[src/rtl/eavm_pkg.sv]
package eavm_pkg;

   localparam int CordicSteps = 16;
   localparam int ZW = 21;   // q16 angle after widening
   localparam int XW = 20;   // cordic x/y range
   localparam logic signed [ZW-1:0] QPi     = 21'sd205887;
   localparam logic signed [ZW-1:0] QTwoPi  = 21'sd411775;
   localparam logic signed [ZW-1:0] QHalfPi = 21'sd102944;
   localparam logic signed [XW-1:0] CordicGain = 20'sd39797;

   typedef struct packed {
      logic signed [31:0] pos_x;
      logic signed [31:0] pos_y;
      logic signed [31:0] pos_z;
      logic signed [15:0] angle_x;
      logic signed [15:0] angle_y;
      logic signed [15:0] angle_z;
   } req_type;

   typedef struct packed {
      logic signed [15:0] right_x;
      logic signed [15:0] right_y;
      logic signed [15:0] right_z;
      logic signed [15:0] up_x;
      logic signed [15:0] up_y;
      logic signed [15:0] up_z;
      logic signed [15:0] fwd_x;
      logic signed [15:0] fwd_y;
      logic signed [15:0] fwd_z;
      logic signed [31:0] trans_u;
      logic signed [31:0] trans_v;
      logic signed [31:0] trans_w;
   } rsp_type;

   // one cordic lane: rotation state for one angle
   typedef struct packed {
      logic signed [XW-1:0] x;
      logic signed [XW-1:0] y;
      logic signed [ZW-1:0] z;
      logic                 flip;
   } lane_type;

   typedef lane_type [2:0] lanes_type;

   function automatic logic signed [ZW-1:0] atan_q16(input int i);
      logic signed [ZW-1:0] r;
      case (i)
         0: r = 21'sd51472;
         1: r = 21'sd30386;
         2: r = 21'sd16055;
         3: r = 21'sd8150;
         4: r = 21'sd4091;
         5: r = 21'sd2047;
         6: r = 21'sd1024;
         7: r = 21'sd512;
         8: r = 21'sd256;
         9: r = 21'sd128;
         10: r = 21'sd64;
         11: r = 21'sd32;
         12: r = 21'sd16;
         13: r = 21'sd8;
         14: r = 21'sd4;
         15: r = 21'sd2;
         default: r = '0;
      endcase
      return r;
   endfunction

   function automatic logic signed [15:0] clamp14(input logic signed [63:0] v);
      logic signed [15:0] r;
      if (v > 64'sd16384) r = 16'sd16384;
      else if (v < -64'sd16384) r = -16'sd16384;
      else r = v[15:0];
      return r;
   endfunction

endpackage

[src/rtl/eavm_cordic_cell.sv]
// one micro-rotation for all three angles; hands its result to the next cell
module eavm_cordic_cell #(
   parameter int Step = 0
) (
   input  logic                 clock,
   input  logic                 enable,
   input  eavm_pkg::lanes_type  lanes_in,
   output eavm_pkg::lanes_type  lanes_out
);
   eavm_pkg::lanes_type lanes_ff, lanes_step_in;

   always_comb begin
      for (int k = 0; k < 3; k++) begin
         lanes_step_in[k].flip = lanes_in[k].flip;
         if (lanes_in[k].z >= 0) begin
            lanes_step_in[k].x = lanes_in[k].x - (lanes_in[k].y >>> Step);
            lanes_step_in[k].y = lanes_in[k].y + (lanes_in[k].x >>> Step);
            lanes_step_in[k].z = lanes_in[k].z - eavm_pkg::atan_q16(Step);
         end else begin
            lanes_step_in[k].x = lanes_in[k].x + (lanes_in[k].y >>> Step);
            lanes_step_in[k].y = lanes_in[k].y - (lanes_in[k].x >>> Step);
            lanes_step_in[k].z = lanes_in[k].z + eavm_pkg::atan_q16(Step);
         end
      end
   end

   always_ff @(posedge clock) begin
      if (enable) lanes_ff <= lanes_step_in;
   end

   assign lanes_out = lanes_ff;
endmodule

[config.mk]
export PLATFORM = sky130hd
export DESIGN_NAME = eavm_cordic_cell
export DESIGN_NICKNAME = d
export VERILOG_FILES = /design/src/rtl/eavm_pkg.sv /design/src/rtl/eavm_cordic_cell.sv
export SDC_FILE = /design/constraint.sdc
export NUM_CORES = 1
export LEC_CHECK = 0
export ABC_CLOCK_PERIOD_IN_PS = 3700
export BUFFER_PORTS_ARGS = -buffer_cell sky130_fd_sc_hd__buf_4
export CAP_MARGIN = 20
export CORE_MARGIN = 1.5
export CORE_UTILIZATION = 30
export DETAILED_ROUTE_END_ITERATION = 8
export SYNTH_ARGS = -nofsm -noshare
export SYNTH_HDL_FRONTEND = slang
export SYNTH_SLANG_ARGS = --single-unit
[constraint.sdc]
create_clock -name clock -period 3.7 [get_ports clock]
set_input_delay 0.37 -clock clock [delete_from_list [all_inputs] [get_ports clock]]
set_output_delay 0.37 -clock clock [all_outputs]
set_load 0.02 [all_outputs]
==> qor.csv, run 1 <==
stage,metric,value,unit
power,p_comb_share,39.5,%
critical_path,crit_fanout,6,
synthesis,yosys_warnings,0,
die,io_pins,374,
grt,grt_usage,18.1,%
cts,hold_buffers,0,
grt,antenna_found_initial,2,
cts,cts_tree,yes,
synthesis,synthFlopType,edfxtp_1,
critical_path,critPathSlowestCell,a2111oi_0,
routing,wl,53200,µm
timing,worstMarginPinSlew,908,ps
cts,cts_sinks,183,
routing,drc,0,
cts,ctsResizeCount,0,
power,p_clk_share,25.3,%
grt,overflow,0,
critical_path,start_kind,primary input,
routing,ant_nets,0,
timing,fin_ws,988,ps
power,switchingPower,2980,µW
timing,fmax,0.369,GHz
die,fp.dieW,241,µm
timing,setup_viol,0,
cts,path_clk_slew,80,ps
place,place_ws,512,ps
synthesis,syn_avg_cell_area,9.19,µm²
routing,dr.max_layer_used,met5,
cts,cts_max_path_buffers,2,
synthesis,synth_area_leaders,"edfxtp_1, ha_1, xnor2_1",
timing,hold_viol,0,
final_layout,syn_to_final_growth,24.8,%
min_path,min_path_type,in -> reg,
timing,final_max_slew_viol_count,0,
routing,initialDrtViolationCount,1041,
final_layout,drive_gt1_share,20.5,%
place,port_buffers,373,
cts,postCtsSetupRepairBufs,0,
cts,htree_levels,4,
routing,viasPerCell,5.07,
final_layout,final_common_cell,buf_4,
critical_path,required,3940,ps
synthesis,async_flop_share,0,%
power,seqPwrFrac,35.2,%
synthesis,synth_top_cell_by_area,edfxtp_1,
routing,drt_pass1_iterations,7,
timing,rsz0062_at_grt,false,
power,cellInternalPower,5060,µW
synthesis,ys_ff_latch,183,
die,start_util,30.6,%
grt,grt_pass1_wl,81300,µm
power,ir_worst_vdd,0.000330,V
die,die_area,57900,µm²
power,p_per_area,380,nW/µm²
critical_path,crit_type,in -> reg,
grt,grt_max_degree,95,
outcome,outcome,"complete, no violations",
routing,wl_met1,23400,µm
timing,tns,0,ps
final_layout,nets,2621,
power,p_total,8040,µW
final_layout,largest_reg_flops,183,
flow_run,maxCapViolations,0,
power,power.leakage,0.00957,µW
die,rows,86,
grt,grt_pass1_vias,14631,
die,die_height,241,µm
synthesis,synth.yosys.seq_area_share,32.5,%
timing,relSlewSlack,39.5,%
synthesis,syn_nets,2279,
cts,cts_buffers,17,
critical_path,crit_path_end_kind,register,
final_layout,antenna_cells,0,
place,gp_congestion,0.936,
place,dp_hpwl,42700,µm
routing,vias,14942,
cts,clock-root-buffer,clkbuf_16,
synthesis,synth-edff-count,183,
critical_path,critPathMaxStageDelay,700,ps
synthesis,netlist_area,16900,µm²
die,core-area,55400,µm²
critical_path,crit_chain,"buf_4, inv_1, ha_1, nor2b_1, o21ai_0, a21oi_1, o2111ai_1, a21oi_1, a2111oi_0, o21ai_0, xor2_1",
timing,period_minus_slack,2710,ps
critical_path,arrival,2950,ps
critical_path,crit_family,compound AO/OA/AOI/OAI gates,
synthesis,netlist_instances,1842,
routing,wl_met2,24700,µm
routing,wl_met3,4210,µm
timing,period_share,73.3,%
synthesis,ys_types,84,
critical_path,critical_path_buf_inv_count,2,
final_layout,final_cell_mix,"buf_4, ha_1, inv_1",
power,switching_share,37.0,%
routing,wl_per_cell,18.1,µm
synthesis,synth_top_area_share,32.5,%
## through the flow
step	hold slack (ps)	cells	area (µm²)	util (%)
3_5_place_dp	550	2913	20500	37.0
2_1_floorplan	469	1842	16900	-
6_report	58.6	2945	21100	38.1
5_1_grt	9.88	2945	21100	38.1
3_3_place_gp	548	2913	20500	37.0
4_1_cts	4.06	2945	21100	38.1
## worst paths after layout
kind / cells after the start / start / slack (ps) / end
setup / recovery: 11 / lanes_in[83] / 990 / lanes_out[81]
hold / removal: 1 / lanes_in[126] / 60 / lanes_out[126]
## logic make-up (layout without fill, tap and decap cells)
logic type | after synthesis | in the layout | synth area share, %
adder cells (fa/ha/maj) | 249 | 249 | 18.9
flip-flops | 183 | 183 | 32.5
buffers and inverters | 285 | 640 | 6.88
XOR/XNOR | 144 | 144 | 7.45
AO/OA/AOI/OAI | 594 | 594 | 22.7
multiplexers | 20 | 20 | 1.19
AND/OR/NAND/NOR | 367 | 367 | 10.4
## layout make-up
| type | count | area (µm²) |
|---|---|---|
| fillers | 5544 | 34300 |
| multi-input cells | 1374 | 10300 |
| flip-flops and latches | 183 | 5500 |
| repair buffers | 396 | 2990 |
| well taps | 748 | 936 |
| inverters | 212 | 801 |
| clock buffers | 18 | 429 |
| clock inverters | 14 | 206 |
## power by group through the flow
stage               registers (µW)  clock network (µW)  logic [µW]
finish                        2830                2030        3170
global route                  2860                2180        3450
CTS                           2840                2130        3170
detailed placement            2880                   0        3150
global placement              2880                   0        3130
floorplan                     3280                   0        1500
## per-layer routing
layer	global-route usage, %	up-vias
met3	4.28	63
met5	0	-
met2	29.8	562
met4	5.26	4
met1	23.6	7091
li1	-	7222
## cells in the mapped netlist (9+ instances only)
cell type,instances
a211oi_1,20
a21boi_0,11
a21o_1,57
a21oi_1,196
and2_1,9
and3_1,9
buf_2,12
buf_4,14
clkbuf_1,36
edfxtp_1,183
fa_1,12
ha_1,237
inv_1,206
mux2i_1,19
nand2_1,87
nand2b_1,18
nand3_1,19
nand4_1,10
nor2_1,118
nor2b_1,25
nor3_1,25
o211ai_1,11
o21a_1,17
o21ai_0,125
o21bai_1,42
o31ai_1,15
or3_1,15
xnor2_1,123
xor2_1,21
No activity file was read; power rests on OpenSTA's default activity.
==> run 2: changes to the inputs <==
--- a/config.mk
+++ b/config.mk
@@ -5,7 +5,7 @@
 export SDC_FILE = /design/constraint.sdc
 export NUM_CORES = 1
 export LEC_CHECK = 0
-export ABC_CLOCK_PERIOD_IN_PS = 3700
+export ABC_CLOCK_PERIOD_IN_PS = 2210
 export BUFFER_PORTS_ARGS = -buffer_cell sky130_fd_sc_hd__buf_4
 export CAP_MARGIN = 20
 export CORE_MARGIN = 1.5
==> constraint.sdc (replaced) <==
create_clock -name clock -period 2.21 [get_ports clock]
set_input_delay 0.221 -clock clock [delete_from_list [all_inputs] [get_ports clock]]
set_output_delay 0.221 -clock clock [all_outputs]
set_load 0.02 [all_outputs]
==> qor.csv, run 2 (synthesized netlist as in run 1, its figures left out) <==
stage,metric,value,unit
routing,initialDrtViolationCount,921,
timing,rsz0062_at_grt,true,
power,power.leakage,0.0119,µW
place,dp.cells,3346,
final_layout,nets,3082,
timing,period_share,100,%
outcome,violations,negative setup slack,
power,p_per_area,570,nW/µm²
grt,grt_max_degree,60,
final_layout,drive_gt1_share,38.1,%
cts,clock-root-buffer,clkbuf_16,
grt,grt_pass1_vias,16814,
power,ir_worst_vdd,0.000663,V
power,switchingPower,5260,µW
timing,tns,-9.76,ps
timing,fin_ws,-6.55,ps
routing,wl,60400,µm
flow_run,maxCapViolations,0,
cts,cts_tree,yes,
timing,final_max_slew_viol_count,0,
final_layout,final_core_util,46.2,%
min_path,hp-start,lanes_in[166],
routing,wl_per_cell,17.7,µm
timing,worstMarginPinSlew,660,ps
timing,setup_viol,2,
power,p_clk_share,22.1,%
cts,htree_levels,4,
power,cellInternalPower,9310,µW
die,rows,86,
timing,hold_ws,115,ps
critical_path,crit_type,in -> reg,
grt,overflow,0,
timing,fmax,0.451,GHz
final_layout,final_cell_mix,"buf_4, ha_1, inv_1",
final_layout,largest_reg_flops,183,
grt,grt_pass1_wl,91000,µm
die,io_pins,374,
cts,cts_sinks,183,
place,gp_congestion,0.928,
cts,path_clk_slew,70,ps
min_path,holdPathStages,3,
die,die_area,57900,µm²
timing,relSlewSlack,55.5,%
critical_path,crit_chain,"buf_4, inv_1, ha_1, nor2b_2, o21ai_2, a21o_1, nand2_1, a31o_2, a2111oi_1, a211oi_1, xor2_1",
routing,viasPerCell,4.89,
routing,drc,0,
min_path,holdPathEnd,lanes_out[146],
place,dp_hpwl,48900,µm
place,port_buffers,373,
die,core-area,55400,µm²
power,switching_share,36.1,%
grt,antenna_found_initial,5,
cts,cts_max_path_buffers,2,
final_layout,final_common_cell,buf_4,
power,seqPwrFrac,32.6,%
critical_path,required,2440,ps
routing,vias,16664,
cts,cts_buffers,17,
die,fp.dieW,241,µm
min_path,min_path_type,in -> reg,
final_layout,final_cells,3409,
routing,drt_pass1_iterations,5,
critical_path,start_kind,primary input,
power,p_comb_share,45.3,%
final_layout,syn_to_final_growth,51.1,%
critical_path,arrival,2450,ps
critical_path,critPathSlowestCell,a2111oi_1,
routing,ant_nets,0,
critical_path,crit_path_end_kind,register,
timing,period_minus_slack,2220,ps
die,start_util,30.6,%
timing,hold_viol,0,
outcome,outcome,"finished, violations left",
grt,grt_usage,20.4,%
die,die_height,241,µm
critical_path,critPathMaxStageDelay,460,ps
critical_path,crit_fanout,6,
## run 2: power groups by stage
stage | combinational [µW] | sequential (µW) | clock, µW
floorplan | 2680 | 5490 | 0
global placement | 6310 | 4820 | 0
detailed placement | 6360 | 4820 | 0
CTS | 6450 | 4760 | 3370
global route | 7110 | 4800 | 3440
finish | 6600 | 4750 | 3220
## run 2: stage by stage
stage | power, µW | worst slack, ps | instance area [µm²]
6_report | 14600 | -6.55 | 25600
5_1_grt | 15300 | -54.2 | 25600
4_1_cts | 14600 | -19.1 | 25100
3_5_place_dp | 11200 | -665 | 24300
3_3_place_gp | 11100 | -660 | 24300
2_1_floorplan | 8160 | -352 | 17600
## run 2: worst max-delay path by stage
stage	endpoint	slack (ps)	from	cells past startpoint
floorplan	lanes_out[20]	-350	lanes_in[21]	13
global placement	lanes_out[101]	-660	lanes_in[107]	11
detailed placement	lanes_out[101]	-670	lanes_in[107]	11
CTS	lanes_out[185]	-20	lanes_in[147]	11
global route	lanes_out[38]	-50	lanes_in[29]	12
finish	lanes_out[38]	-7	lanes_in[24]	11
## run 2: critical path, delay by kind of cell
kind	cells	cell delay (ps)
xor gates and xnor gates	1	160
AOI/OAI and AO/OA	5	1210
adders and majority gates	1	390
and+or+nand+nor	2	330
buffers and inverters	2	130
## run 2: timing repair
item	CTS	global route
endpoints found under the hold margin	18	0
endpoints found under the setup margin	11	46
gates resized for setup	13	93
pin swaps	8	34
hold buffers	18	0
buffers inserted	1	9
## run 2: layout make-up
class | instances | area, µm²
inverter | 212 | 833
antenna | 3 | 7.51
tap | 748 | 936
multi-input combinational | 1374 | 11200
fill | 5317 | 29800
clock inverter | 12 | 126
timing repair buffer | 857 | 6600
clock buffer | 20 | 437
sequential | 183 | 5500
## run 2: per-layer routing
layer,share of wire [%],vias up,routed length (µm),track usage [%]
met5,0.038,-,23,0
met4,3.1,4,1850,7.89
met3,4.5,89,2700,3.58
met2,50,446,30200,35.9
met1,42,7952,25600,24.6
li1,-,8173,-,-
